### config.mk
export PLATFORM = sky130hd
export DESIGN_NAME = odometry_frame_transform
export DESIGN_NICKNAME = d
export VERILOG_FILES = /design/src/design/ofx_pkg.sv /design/src/design/ofx_cordic.sv /design/src/design/ofx_mac.sv /design/src/design/odometry_frame_transform.sv
export SDC_FILE = /design/constraint.sdc
export NUM_CORES = 2
export LEC_CHECK = 0
export BUFFER_PORTS_ARGS = -buffer_cell sky130_fd_sc_hd__buf_2
export CAP_MARGIN = 15
export CORE_MARGIN = 2
export CORE_UTILIZATION = 58
export DETAILED_ROUTE_END_ITERATION = 6
export GPL_TIMING_DRIVEN = 0
export PLACE_DENSITY_LB_ADDON = 0.08
export SLEW_MARGIN = 20
export SYNTH_ARGS = -nofsm -noshare
export SYNTH_HDL_FRONTEND = slang
export SYNTH_SLANG_ARGS = --single-unit
### constraint.sdc
create_clock -name aclk -period 8.9 [get_ports aclk]
set_input_delay 0.445 -clock aclk [delete_from_list [all_inputs] [get_ports aclk]]
set_output_delay 0.445 -clock aclk [all_outputs]
set_load 0.05 [all_outputs]
### src/design/ofx_pkg.sv
`timescale 1ns / 1ps
// ----------------------------------------------------------------------------
// ofx_pkg: shared types, widths and tables of the odometry frame transform
// Holds the action codes, the datapath widths, the CORDIC arctangent table
// and the saturation helper used by the sequencer and its arithmetic units.
// ----------------------------------------------------------------------------
package ofx_pkg;

    // Action codes of an input word
    localparam logic [1:0] ACT_SAMPLE = 2'd0;
    localparam logic [1:0] ACT_SET    = 2'd1;
    localparam logic [1:0] ACT_ADJUST = 2'd2;

    localparam int CORDIC_STEPS_DEF = 16;
    localparam int ATAN_LEN         = 24;

    localparam int POS_W  = 32;   // 1/16 mm positions
    localparam int HEAD_W = 16;   // binary angle
    localparam int TRIG_W = 18;   // Q2.16 sine and cosine
    localparam int OPND_W = 33;   // position differences and targets
    localparam int ACC_W  = 53;   // sum of two 33x18 products plus rounding
    localparam int CRD_W  = 34;   // Q2.30 CORDIC vector and angle

    localparam logic signed [CRD_W-1:0]  CORDIC_START_X = 34'sd652032874;
    localparam logic signed [TRIG_W-1:0] TRIG_ONE       = 18'sd65536;

    // Control of the shared multiply-accumulate unit
    typedef struct packed {
        logic mul_en;   // capture a new product
        logic acc_en;   // fold the held product into the accumulator
        logic clear;    // start a new sum with this product
        logic neg;      // subtract this product
    } ofx_mac_ctl_t;

    // Arctangent of 2^-i in units of 2^-32 turn
    function automatic logic signed [CRD_W-1:0] atan_turns(input logic [4:0] idx);
        logic signed [CRD_W-1:0] v;
        case (idx)
            5'd0:    v = 34'sd536870912;
            5'd1:    v = 34'sd316933406;
            5'd2:    v = 34'sd167458907;
            5'd3:    v = 34'sd85004756;
            5'd4:    v = 34'sd42667331;
            5'd5:    v = 34'sd21354465;
            5'd6:    v = 34'sd10679838;
            5'd7:    v = 34'sd5340245;
            5'd8:    v = 34'sd2670163;
            5'd9:    v = 34'sd1335087;
            5'd10:   v = 34'sd667544;
            5'd11:   v = 34'sd333772;
            5'd12:   v = 34'sd166886;
            5'd13:   v = 34'sd83443;
            5'd14:   v = 34'sd41722;
            5'd15:   v = 34'sd20861;
            5'd16:   v = 34'sd10430;
            5'd17:   v = 34'sd5215;
            5'd18:   v = 34'sd2608;
            5'd19:   v = 34'sd1304;
            5'd20:   v = 34'sd652;
            5'd21:   v = 34'sd326;
            5'd22:   v = 34'sd163;
            5'd23:   v = 34'sd81;
            default: v = '0;
        endcase
        return v;
    endfunction

    // Clamp a wide signed value to 32 bits signed
    function automatic logic signed [POS_W-1:0] sat32(input logic signed [39:0] v);
        logic signed [POS_W-1:0] r;
        if (v > 40'sd2147483647) begin
            r = 32'sh7FFF_FFFF;
        end else if (v < -40'sd2147483648) begin
            r = 32'sh8000_0000;
        end else begin
            r = v[POS_W-1:0];
        end
        return r;
    endfunction

endpackage

### src/design/ofx_cordic.sv
`timescale 1ns / 1ps
// ----------------------------------------------------------------------------
// ofx_cordic: iterative CORDIC sine and cosine
// Rotates a gain-compensated unit vector by a 16-bit binary angle, one
// micro-rotation per cycle, and returns Q2.16 cosine and sine.
// ----------------------------------------------------------------------------
module ofx_cordic #(
    parameter int CORDIC_STEPS = ofx_pkg::CORDIC_STEPS_DEF
) (
    input  logic                                aclk,
    input  logic                                aresetn,
    input  logic                                start,
    input  logic [ofx_pkg::HEAD_W-1:0]          angle,
    output logic                                done,
    output logic signed [ofx_pkg::TRIG_W-1:0]   cos_q16,
    output logic signed [ofx_pkg::TRIG_W-1:0]   sin_q16
);
    import ofx_pkg::*;

    localparam int STEP_W = $clog2(CORDIC_STEPS);

    logic                    busy_reg, busy_next;
    logic                    done_reg, done_next;
    logic                    flip_reg, flip_next;
    logic [STEP_W-1:0]       cnt_reg, cnt_next;
    logic signed [CRD_W-1:0] x_reg, x_next;
    logic signed [CRD_W-1:0] y_reg, y_next;
    logic signed [CRD_W-1:0] z_reg, z_next;
    logic signed [CRD_W-1:0] dx, dy, at;
    logic [HEAD_W-1:0]       ang_fold;
    logic signed [TRIG_W-1:0] cq, sq;

    // Bring Q2.30 to Q2.16, round half up and clamp
    function automatic logic signed [TRIG_W-1:0] q30_to_q16(input logic signed [CRD_W-1:0] v);
        logic signed [CRD_W:0]  t;
        logic signed [CRD_W-14:0] s;
        logic signed [TRIG_W-1:0] r;
        t = (CRD_W+1)'(v) + 35'sd8192;
        s = t[CRD_W:14];
        if (s > 21'sd131071) begin
            r = 18'sd131071;
        end else if (s < -21'sd131072) begin
            r = -18'sd131072;
        end else begin
            r = s[TRIG_W-1:0];
        end
        return r;
    endfunction

    // Fold the angle into the right half plane by turning it half a turn
    assign ang_fold = (angle[15] ^ angle[14]) ? {~angle[15], angle[14:0]} : angle;

    assign dx = y_reg >>> cnt_reg;
    assign dy = x_reg >>> cnt_reg;
    assign at = atan_turns(5'(cnt_reg));

    // Load on start, then one micro-rotation per cycle
    always_comb begin
        busy_next = busy_reg;
        done_next = 1'b0;
        flip_next = flip_reg;
        cnt_next  = cnt_reg;
        x_next    = x_reg;
        y_next    = y_reg;
        z_next    = z_reg;
        if (start) begin
            busy_next = 1'b1;
            flip_next = angle[15] ^ angle[14];
            cnt_next  = '0;
            x_next    = CORDIC_START_X;
            y_next    = '0;
            z_next    = {{2{ang_fold[15]}}, ang_fold, 16'b0};
        end else if (busy_reg) begin
            if (!z_reg[CRD_W-1]) begin
                x_next = x_reg - dx;
                y_next = y_reg + dy;
                z_next = z_reg - at;
            end else begin
                x_next = x_reg + dx;
                y_next = y_reg - dy;
                z_next = z_reg + at;
            end
            if (cnt_reg == STEP_W'(CORDIC_STEPS - 1)) begin
                busy_next = 1'b0;
                done_next = 1'b1;
            end else begin
                cnt_next = cnt_reg + 1'b1;
            end
        end
    end

    always_ff @(posedge aclk) begin
        if (!aresetn) begin
            busy_reg <= 1'b0;
            done_reg <= 1'b0;
        end else begin
            busy_reg <= busy_next;
            done_reg <= done_next;
        end
        flip_reg <= flip_next;
        cnt_reg  <= cnt_next;
        x_reg    <= x_next;
        y_reg    <= y_next;
        z_reg    <= z_next;
    end

    // Undo the half-turn fold on the results
    assign cq      = q30_to_q16(x_reg);
    assign sq      = q30_to_q16(y_reg);
    assign cos_q16 = flip_reg ? -cq : cq;
    assign sin_q16 = flip_reg ? -sq : sq;
    assign done    = done_reg;

endmodule

### src/design/ofx_mac.sv
`timescale 1ns / 1ps
// ----------------------------------------------------------------------------
// ofx_mac: shared multiply-accumulate unit
// One signed 33x18 multiplier with a product register, followed by an add or
// subtract into a wide accumulator.
// ----------------------------------------------------------------------------
module ofx_mac (
    input  logic                               aclk,
    input  ofx_pkg::ofx_mac_ctl_t              ctl,
    input  logic signed [ofx_pkg::OPND_W-1:0]  mul_a,
    input  logic signed [ofx_pkg::TRIG_W-1:0]  mul_b,
    output logic signed [ofx_pkg::ACC_W-1:0]   acc
);
    import ofx_pkg::*;

    localparam int PROD_W = OPND_W + TRIG_W;

    logic signed [PROD_W-1:0] prod_reg;
    logic signed [ACC_W-1:0]  acc_reg, acc_next;
    logic signed [ACC_W-1:0]  term, base;

    // Add or subtract the held product, or start a new sum
    always_comb begin
        term     = ACC_W'(prod_reg);
        base     = ctl.clear ? '0 : acc_reg;
        acc_next = ctl.neg ? (base - term) : (base + term);
    end

    always_ff @(posedge aclk) begin
        if (ctl.mul_en) begin
            prod_reg <= PROD_W'(mul_a) * PROD_W'(mul_b);
        end
        if (ctl.acc_en) begin
            acc_reg <= acc_next;
        end
    end

    assign acc = acc_reg;

endmodule

### src/design/odometry_frame_transform.sv
`timescale 1ns / 1ps
// ----------------------------------------------------------------------------
// odometry_frame_transform: raw odometry to corrected world frame
// Top level: sequencer, pose and origin state, CORDIC and shared MAC.
// ----------------------------------------------------------------------------
// Each input word carries an action and a pose, and each returns one word with
// the current world pose. A raw sample (action 0) is stored and rotated into
// the world frame by the origin, with four passes through the single shared
// multiplier. Set (action 1) and adjust (action 2) move the origin so the
// stored raw pose maps to the target; they run the one-step-per-cycle CORDIC
// followed by the four multiplies. Set and adjust return the world pose of the
// last sample; the new origin applies from the next sample on. Code 3 changes
// nothing and returns the current world pose. The block takes one word at a
// time; s_ready is high only while it is idle, and a finished result waits in
// the output register without blocking the next word.
module odometry_frame_transform #(
    parameter int CORDIC_STEPS = ofx_pkg::CORDIC_STEPS_DEF
) (
    input  logic                               aclk,
    input  logic                               aresetn,
    input  logic                               s_valid,
    output logic                               s_ready,
    input  logic [1:0]                         s_action,
    input  logic signed [ofx_pkg::POS_W-1:0]   s_pos_x,
    input  logic signed [ofx_pkg::POS_W-1:0]   s_pos_y,
    input  logic signed [ofx_pkg::HEAD_W-1:0]  s_pos_heading,
    output logic                               m_valid,
    input  logic                               m_ready,
    output logic signed [ofx_pkg::POS_W-1:0]   m_world_x,
    output logic signed [ofx_pkg::POS_W-1:0]   m_world_y,
    output logic signed [ofx_pkg::HEAD_W-1:0]  m_world_heading
);
    import ofx_pkg::*;

    typedef enum logic [2:0] {
        ST_IDLE,
        ST_CSTART,
        ST_TRIG,
        ST_MAC,
        ST_DONE
    } state_t;

    state_t state_reg, state_next;
    logic [2:0] mstep_reg, mstep_next;
    logic       is_set_reg, is_set_next;
    logic       m_valid_reg, m_valid_next;

    logic signed [POS_W-1:0]  raw_x_reg, raw_x_next, raw_y_reg, raw_y_next;
    logic [HEAD_W-1:0]        raw_h_reg, raw_h_next;
    logic signed [POS_W-1:0]  org_x_reg, org_x_next, org_y_reg, org_y_next;
    logic [HEAD_W-1:0]        org_h_reg, org_h_next;
    logic signed [TRIG_W-1:0] sin_reg, sin_next, cos_reg, cos_next;
    logic signed [POS_W-1:0]  cor_x_reg, cor_x_next, cor_y_reg, cor_y_next;
    logic [HEAD_W-1:0]        cor_h_reg, cor_h_next;
    logic signed [OPND_W-1:0] op_a_reg, op_a_next, op_b_reg, op_b_next;
    logic signed [POS_W-1:0]  out_x_reg, out_x_next, out_y_reg, out_y_next;
    logic [HEAD_W-1:0]        out_h_reg, out_h_next;

    logic                     accept;
    logic                     cordic_start, cordic_done;
    logic signed [TRIG_W-1:0] cordic_cos, cordic_sin;
    ofx_mac_ctl_t             mac_ctl;
    logic signed [OPND_W-1:0] mul_a;
    logic signed [TRIG_W-1:0] mul_b;
    logic signed [ACC_W-1:0]  acc, acc_rnd;
    logic signed [36:0]       rnd;
    logic signed [37:0]       org_diff;
    logic signed [POS_W-1:0]  res_val;
    logic signed [POS_W-1:0]  adj_x, adj_y;
    logic [1:0]               mul_term, acc_term;

    assign accept = s_valid && s_ready;

    ofx_cordic #(
        .CORDIC_STEPS (CORDIC_STEPS)
    ) u_cordic (
        .aclk    (aclk),
        .aresetn (aresetn),
        .start   (cordic_start),
        .angle   (org_h_reg),
        .done    (cordic_done),
        .cos_q16 (cordic_cos),
        .sin_q16 (cordic_sin)
    );

    // Term order: a*cos, b*sin, a*sin, b*cos
    assign mul_term = mstep_reg[1:0];
    assign acc_term = 2'(mstep_reg - 3'd1);

    always_comb begin
        mul_a = (mul_term[0]) ? op_b_reg : op_a_reg;
        mul_b = (mul_term == 2'd0 || mul_term == 2'd3) ? cos_reg : sin_reg;
        mac_ctl.mul_en = (state_reg == ST_MAC) && (mstep_reg < 3'd4);
        mac_ctl.acc_en = (state_reg == ST_MAC) && (mstep_reg >= 3'd1) && (mstep_reg <= 3'd4);
        mac_ctl.clear  = !acc_term[0];
        // Sample: x = a*c - b*s, y = a*s + b*c; set: x = a*c + b*s, y = -a*s + b*c
        mac_ctl.neg    = ((acc_term == 2'd1) && !is_set_reg) ||
                         ((acc_term == 2'd2) && is_set_reg);
    end

    ofx_mac u_mac (
        .aclk  (aclk),
        .ctl   (mac_ctl),
        .mul_a (mul_a),
        .mul_b (mul_b),
        .acc   (acc)
    );

    // Round half up out of Q16, then saturate, or subtract from the raw pose and saturate
    assign acc_rnd = acc + 53'sd32768;
    assign rnd     = acc_rnd[ACC_W-1:16];

    always_comb begin
        if (mstep_reg == 3'd3) begin
            org_diff = 38'(raw_x_reg) - 38'(rnd);
        end else begin
            org_diff = 38'(raw_y_reg) - 38'(rnd);
        end
        res_val = is_set_reg ? sat32(40'(org_diff)) : sat32(40'(rnd));
    end

    // Adjust target: world pose plus delta
    assign adj_x = sat32(40'(33'(cor_x_reg) + 33'(s_pos_x)));
    assign adj_y = sat32(40'(33'(cor_y_reg) + 33'(s_pos_y)));

    // Sequencer and state updates
    always_comb begin
        state_next   = state_reg;
        mstep_next   = mstep_reg;
        is_set_next  = is_set_reg;
        m_valid_next = m_valid_reg;
        raw_x_next   = raw_x_reg;
        raw_y_next   = raw_y_reg;
        raw_h_next   = raw_h_reg;
        org_x_next   = org_x_reg;
        org_y_next   = org_y_reg;
        org_h_next   = org_h_reg;
        sin_next     = sin_reg;
        cos_next     = cos_reg;
        cor_x_next   = cor_x_reg;
        cor_y_next   = cor_y_reg;
        cor_h_next   = cor_h_reg;
        op_a_next    = op_a_reg;
        op_b_next    = op_b_reg;
        out_x_next   = out_x_reg;
        out_y_next   = out_y_reg;
        out_h_next   = out_h_reg;
        cordic_start = 1'b0;

        // Drop the result word once taken
        if (m_valid_reg && m_ready) begin
            m_valid_next = 1'b0;
        end

        case (state_reg)
            ST_IDLE: begin
                if (accept) begin
                    mstep_next = '0;
                    case (s_action)
                        ACT_SAMPLE: begin
                            raw_x_next  = s_pos_x;
                            raw_y_next  = s_pos_y;
                            raw_h_next  = s_pos_heading;
                            op_a_next   = 33'(s_pos_x) - 33'(org_x_reg);
                            op_b_next   = 33'(s_pos_y) - 33'(org_y_reg);
                            cor_h_next  = s_pos_heading + org_h_reg;
                            is_set_next = 1'b0;
                            state_next  = ST_MAC;
                        end
                        ACT_SET: begin
                            op_a_next   = 33'(s_pos_x);
                            op_b_next   = 33'(s_pos_y);
                            org_h_next  = s_pos_heading - raw_h_reg;
                            is_set_next = 1'b1;
                            state_next  = ST_CSTART;
                        end
                        ACT_ADJUST: begin
                            op_a_next   = 33'(adj_x);
                            op_b_next   = 33'(adj_y);
                            org_h_next  = cor_h_reg + s_pos_heading - raw_h_reg;
                            is_set_next = 1'b1;
                            state_next  = ST_CSTART;
                        end
                        default: begin
                            state_next = ST_DONE;
                        end
                    endcase
                end
            end
            ST_CSTART: begin
                cordic_start = 1'b1;
                state_next   = ST_TRIG;
            end
            ST_TRIG: begin
                if (cordic_done) begin
                    cos_next   = cordic_cos;
                    sin_next   = cordic_sin;
                    state_next = ST_MAC;
                end
            end
            ST_MAC: begin
                mstep_next = mstep_reg + 3'd1;
                if (mstep_reg == 3'd3) begin
                    if (is_set_reg) begin
                        org_x_next = res_val;
                    end else begin
                        cor_x_next = res_val;
                    end
                end
                if (mstep_reg == 3'd5) begin
                    if (is_set_reg) begin
                        org_y_next = res_val;
                    end else begin
                        cor_y_next = res_val;
                    end
                    state_next = ST_DONE;
                end
            end
            ST_DONE: begin
                // Hold until the output register is free
                if (!m_valid_reg || m_ready) begin
                    out_x_next   = cor_x_reg;
                    out_y_next   = cor_y_reg;
                    out_h_next   = cor_h_reg;
                    m_valid_next = 1'b1;
                    state_next   = ST_IDLE;
                end
            end
            default: begin
                state_next = ST_IDLE;
            end
        endcase
    end

    always_ff @(posedge aclk) begin
        if (!aresetn) begin
            state_reg   <= ST_IDLE;
            mstep_reg   <= '0;
            is_set_reg  <= 1'b0;
            m_valid_reg <= 1'b0;
            raw_x_reg   <= '0;
            raw_y_reg   <= '0;
            raw_h_reg   <= '0;
            org_x_reg   <= '0;
            org_y_reg   <= '0;
            org_h_reg   <= '0;
            sin_reg     <= '0;
            cos_reg     <= TRIG_ONE;
            cor_x_reg   <= '0;
            cor_y_reg   <= '0;
            cor_h_reg   <= '0;
        end else begin
            state_reg   <= state_next;
            mstep_reg   <= mstep_next;
            is_set_reg  <= is_set_next;
            m_valid_reg <= m_valid_next;
            raw_x_reg   <= raw_x_next;
            raw_y_reg   <= raw_y_next;
            raw_h_reg   <= raw_h_next;
            org_x_reg   <= org_x_next;
            org_y_reg   <= org_y_next;
            org_h_reg   <= org_h_next;
            sin_reg     <= sin_next;
            cos_reg     <= cos_next;
            cor_x_reg   <= cor_x_next;
            cor_y_reg   <= cor_y_next;
            cor_h_reg   <= cor_h_next;
        end
        op_a_reg  <= op_a_next;
        op_b_reg  <= op_b_next;
        out_x_reg <= out_x_next;
        out_y_reg <= out_y_next;
        out_h_reg <= out_h_next;
    end

    assign s_ready         = (state_reg == ST_IDLE);
    assign m_valid         = m_valid_reg;
    assign m_world_x       = out_x_reg;
    assign m_world_y       = out_y_reg;
    assign m_world_heading = out_h_reg;

    // A word in flight blocks the next one
    a_busy_after_accept: assert property (@(posedge aclk) disable iff (!aresetn)
        accept |=> !s_ready)
        else $error("input accepted while a word was in flight");

    // A result word appears only out of the final sequencer step
    a_result_from_done: assert property (@(posedge aclk) disable iff (!aresetn)
        $rose(m_valid) |-> $past(state_reg == ST_DONE))
        else $error("result word raised outside the final step");

    // CORDIC completes only while the sequencer waits on it
    a_cordic_in_trig: assert property (@(posedge aclk) disable iff (!aresetn)
        cordic_done |-> (state_reg == ST_TRIG))
        else $error("CORDIC finished outside its wait step");

    // MAC step count stays within its six steps
    a_mac_step_range: assert property (@(posedge aclk) disable iff (!aresetn)
        (state_reg == ST_MAC) |-> (mstep_reg <= 3'd5))
        else $error("MAC step count out of range");

endmodule
==> results.sh <==
export IMPL_status="finished, violations left"
export IMPL_violations="DRC"
export IMPL_drc=1
export IMPL_crit_path_start_kind="flip-flop"
export IMPL_antenna_found_initial=16
export IMPL_power_density_nw_per_um2=227
export IMPL_cts_buffer_depth=3
export IMPL_dr_pass1_iters=7
export IMPL_syn_area_sq_um=73100
export IMPL_grt_setup_unrepaired="true"
export IMPL_overflow=0
export IMPL_synth_top_family_by_area="adder cells"
export IMPL_slowest_stage="fa_1"
export IMPL_path_class="reg2reg"
export IMPL_synthFlopType="dfxtp_1"
export IMPL_dpl_hpwl_mm=216
export IMPL_wl_per_cell_um=25.3
export IMPL_synth_mux_area_frac=0.0551
export IMPL_leakage_nw=34.4
export IMPL_synth_seq_cells=673
export IMPL_root_buffer="clkbuf_16"
export IMPL_mostFrequentLayoutCells="inv_1, nand2_1, nor2_1"
export IMPL_largest_register_ffs=53
export IMPL_synth_edff_count=269
export IMPL_grt_use_total=0.407
export IMPL_ys_warn_count=0
export IMPL_ios=168
export IMPL_antenna_left=0
export IMPL_syn2layout_area_growth_pct=10.1
export IMPL_layout_commonest_cell="inv_1"
export IMPL_ys_seq_area_frac=0.221
export IMPL_crit_top_cell="fa_1"
export IMPL_path_clk_slew_ns=0.06
export IMPL_worstMarginPinSlew_ns=1.26
export IMPL_cts_sinks=673
export IMPL_synth_simple_area_share=0.154
export IMPL_grt_max_degree=31
export IMPL_portBuffers=166
export IMPL_vias_per_cell=6.31
export IMPL_grt_pass1_wl_mm=399
export IMPL_core_sq_um=125000
export IMPL_syn_inst=8581
export IMPL_hp_class="in2reg"
export IMPL_yosysUniqueCellTypes=104
export IMPL_crit_path_end_kind="flip-flop"
export IMPL_final_util=0.642
export IMPL_setup_tns_ns=0
export IMPL_fin_nets=10100
export IMPL_slew_headroom=0.156
export IMPL_finalHoldViolCount=0
export IMPL_drv_cap=0
export IMPL_critPathMaxStageDelay_ns=0.65
export IMPL_start_util=0.583
export IMPL_vias=67200
export IMPL_fp_dieW_um=359
export IMPL_path_max_fanout=10
export IMPL_synth_compound_area_share=0.177
export IMPL_synthXorXnorAreaFrac=0.0699
export IMPL_synth_adder_area_share=0.251
export IMPL_place_area_sq_um=76300
export IMPL_fin_crit_ns=8.80
export IMPL_finalCritPeriodShare=0.989
export IMPL_dr_first_iter_drc_count=7592
export IMPL_max_clock_freq_mhz=114
export IMPL_critical_path_arrival_ns=9.24
export IMPL_cts_htree_levels=3
export IMPL_cts_tree="yes"
export IMPL_cts_made_buffers=80
export IMPL_rrSetupSlack_ns=0.1
export IMPL_setup_viol=0
export IMPL_gp_congestion=1.00
export IMPL_avgSynthCellArea_sq_um=8.52
export IMPL_fin_area_sq_um=80500
export IMPL_synthArstFlopShare=0
export IMPL_num_rows=130
export IMPL_syn_nets=9774
export IMPL_ir_worst_vdd_mv=0.424
export IMPL_drt_wl_total_mm=269
export IMPL_grt_pass1_vias=64800
export IMPL_die_y_um=359
export IMPL_fin_skew_ns=0.0706
export IMPL_drv_slew=0
export IMPL_drive_above_1_share=0.0842
export IMPL_clkLatencyLatePin_ns=0.73
export IMPL_critPathRequiredTime_ns=9.34
export IMPL_die_area_sq_um=129000
-- critical path: cells and delay by family, from the launching register on --
kind                       cells  cell delay, ns
AOI/OAI and AO/OA              9            2.22
xor gates and xnor gates       1            0.11
adders and majority gates      8            3.90
buffers and inverters         10            1.39
DFF                            1            0.38
muxes                          1            0.33
and+or+nand+nor                2            0.16
-- cell families (layout without fill, tap and decap cells) --
logic type / Yosys count / count (layout)
flops: 673 / 673
other cells: 0 / 7
simple gates: 2493 / 2493
xor+xnor: 583 / 583
mux: 315 / 315
fa+ha+maj: 1107 / 1107
buf+inv: 1378 / 1779
compound gates: 2032 / 2032
-- metal layers --
metal  global-route usage  share of wire  routed length (um)  vias to the layer above
met5                    0        0.00019                  51                        -
met4                0.260          0.078               20900                        8
met3               0.0804          0.093               25100                      848
met2                0.644           0.45              120000                     3402
met1                0.511           0.38              103000                    32800
li1                     -              -                   -                    30200
-- area by class of cell --
type | count | area (sq um)
Multi-Input combinational cell | 6530 | 52100
Fill cell | 10900 | 44900
Sequential cell | 673 | 16200
Inverter | 990 | 3720
Clock buffer | 109 | 2300
Tap cell | 1650 | 2060
Buffer | 386 | 1850
Timing Repair Buffer | 254 | 1740
Clock inverter | 40 | 494
Antenna cell | 7 | 17.5
-- per-stage QoR --
step	hold slack [ns]	instances	total power, mW	setup slack (ns)
after detailed placement	0.445	10400	14.4	-2.83
final	0.0255	10600	18.3	0.0997
after global routing	0.0250	10600	19.3	-0.0699
after global placement	0.437	10400	14.2	-2.68
after floorplan	0.429	8581	11.6	0.0510
after CTS	0.0000269	10600	18.0	0.000564
-- synthesized netlist by cell type, types with 14 or more instances --
cell | n | area share
a211o_1 | 22 | 0.0026
a211oi_1 | 66 | 0.0068
a21boi_0 | 25 | 0.0026
a21o_1 | 180 | 0.018
a21oi_1 | 680 | 0.047
a221o_1 | 39 | 0.0053
a22oi_1 | 110 | 0.011
a31o_2 | 15 | 0.0018
a31oi_1 | 81 | 0.0069
and2_1 | 51 | 0.0044
and3_1 | 87 | 0.0074
and4_1 | 24 | 0.0029
buf_1 | 26 | 0.0013
buf_2 | 22 | 0.0015
clkbuf_1 | 328 | 0.017
dfxtp_1 | 404 | 0.11
edfxtp_1 | 269 | 0.11
fa_1 | 595 | 0.16
ha_1 | 512 | 0.088
inv_1 | 985 | 0.051
mux2_2 | 102 | 0.016
mux2i_1 | 151 | 0.021
mux4_2 | 58 | 0.018
nand2_1 | 977 | 0.050
nand2b_1 | 57 | 0.0049
nand3_1 | 136 | 0.0093
nand4_1 | 54 | 0.0046
nor2_1 | 702 | 0.036
nor2b_1 | 138 | 0.012
nor3_1 | 119 | 0.0081
nor4_1 | 24 | 0.0021
o211ai_1 | 41 | 0.0042
o21a_1 | 63 | 0.0065
o21ai_0 | 403 | 0.028
o21bai_1 | 38 | 0.0039
o221a_2 | 32 | 0.0049
o22ai_1 | 14 | 0.0012
o31ai_1 | 45 | 0.0046
o41ai_1 | 15 | 0.0018
or2_2 | 25 | 0.0021
or3_1 | 36 | 0.0031
xnor2_1 | 359 | 0.043
xor2_1 | 224 | 0.027
-- worst paths after layout --
| path | cells past startpoint | startpoint | to |
|---|---|---|---|
| worst max-delay path | 31 | mstep_reg[0] | u_mac.prod_reg[47] |
| worst min-delay path | 3 | s_pos_y[12] | raw_y_reg[12] |
| worst max register to register | 31 | mstep_reg[0] | u_mac.prod_reg[47] |
| worst min register to register | 2 | raw_x_reg[2] | raw_x_reg[2] |
-- what timing repair did --
action | 4_1_cts | 5_1_grt
gates cloned | 1 | 1
pin swaps | 3 | 13
gates resized for setup | 126 | 81
hold buffers | 24 | 0
endpoints found under the setup margin | 40 | 18
buffers inserted | 22 | 24
endpoints found under the hold margin | 24 | 0
-- power by group --
group          switching, mW  internal, mW
registers              0.374          3.62
clock network           1.53          2.02
logic                   6.63          4.08
(Power assumes the default switching activity.)
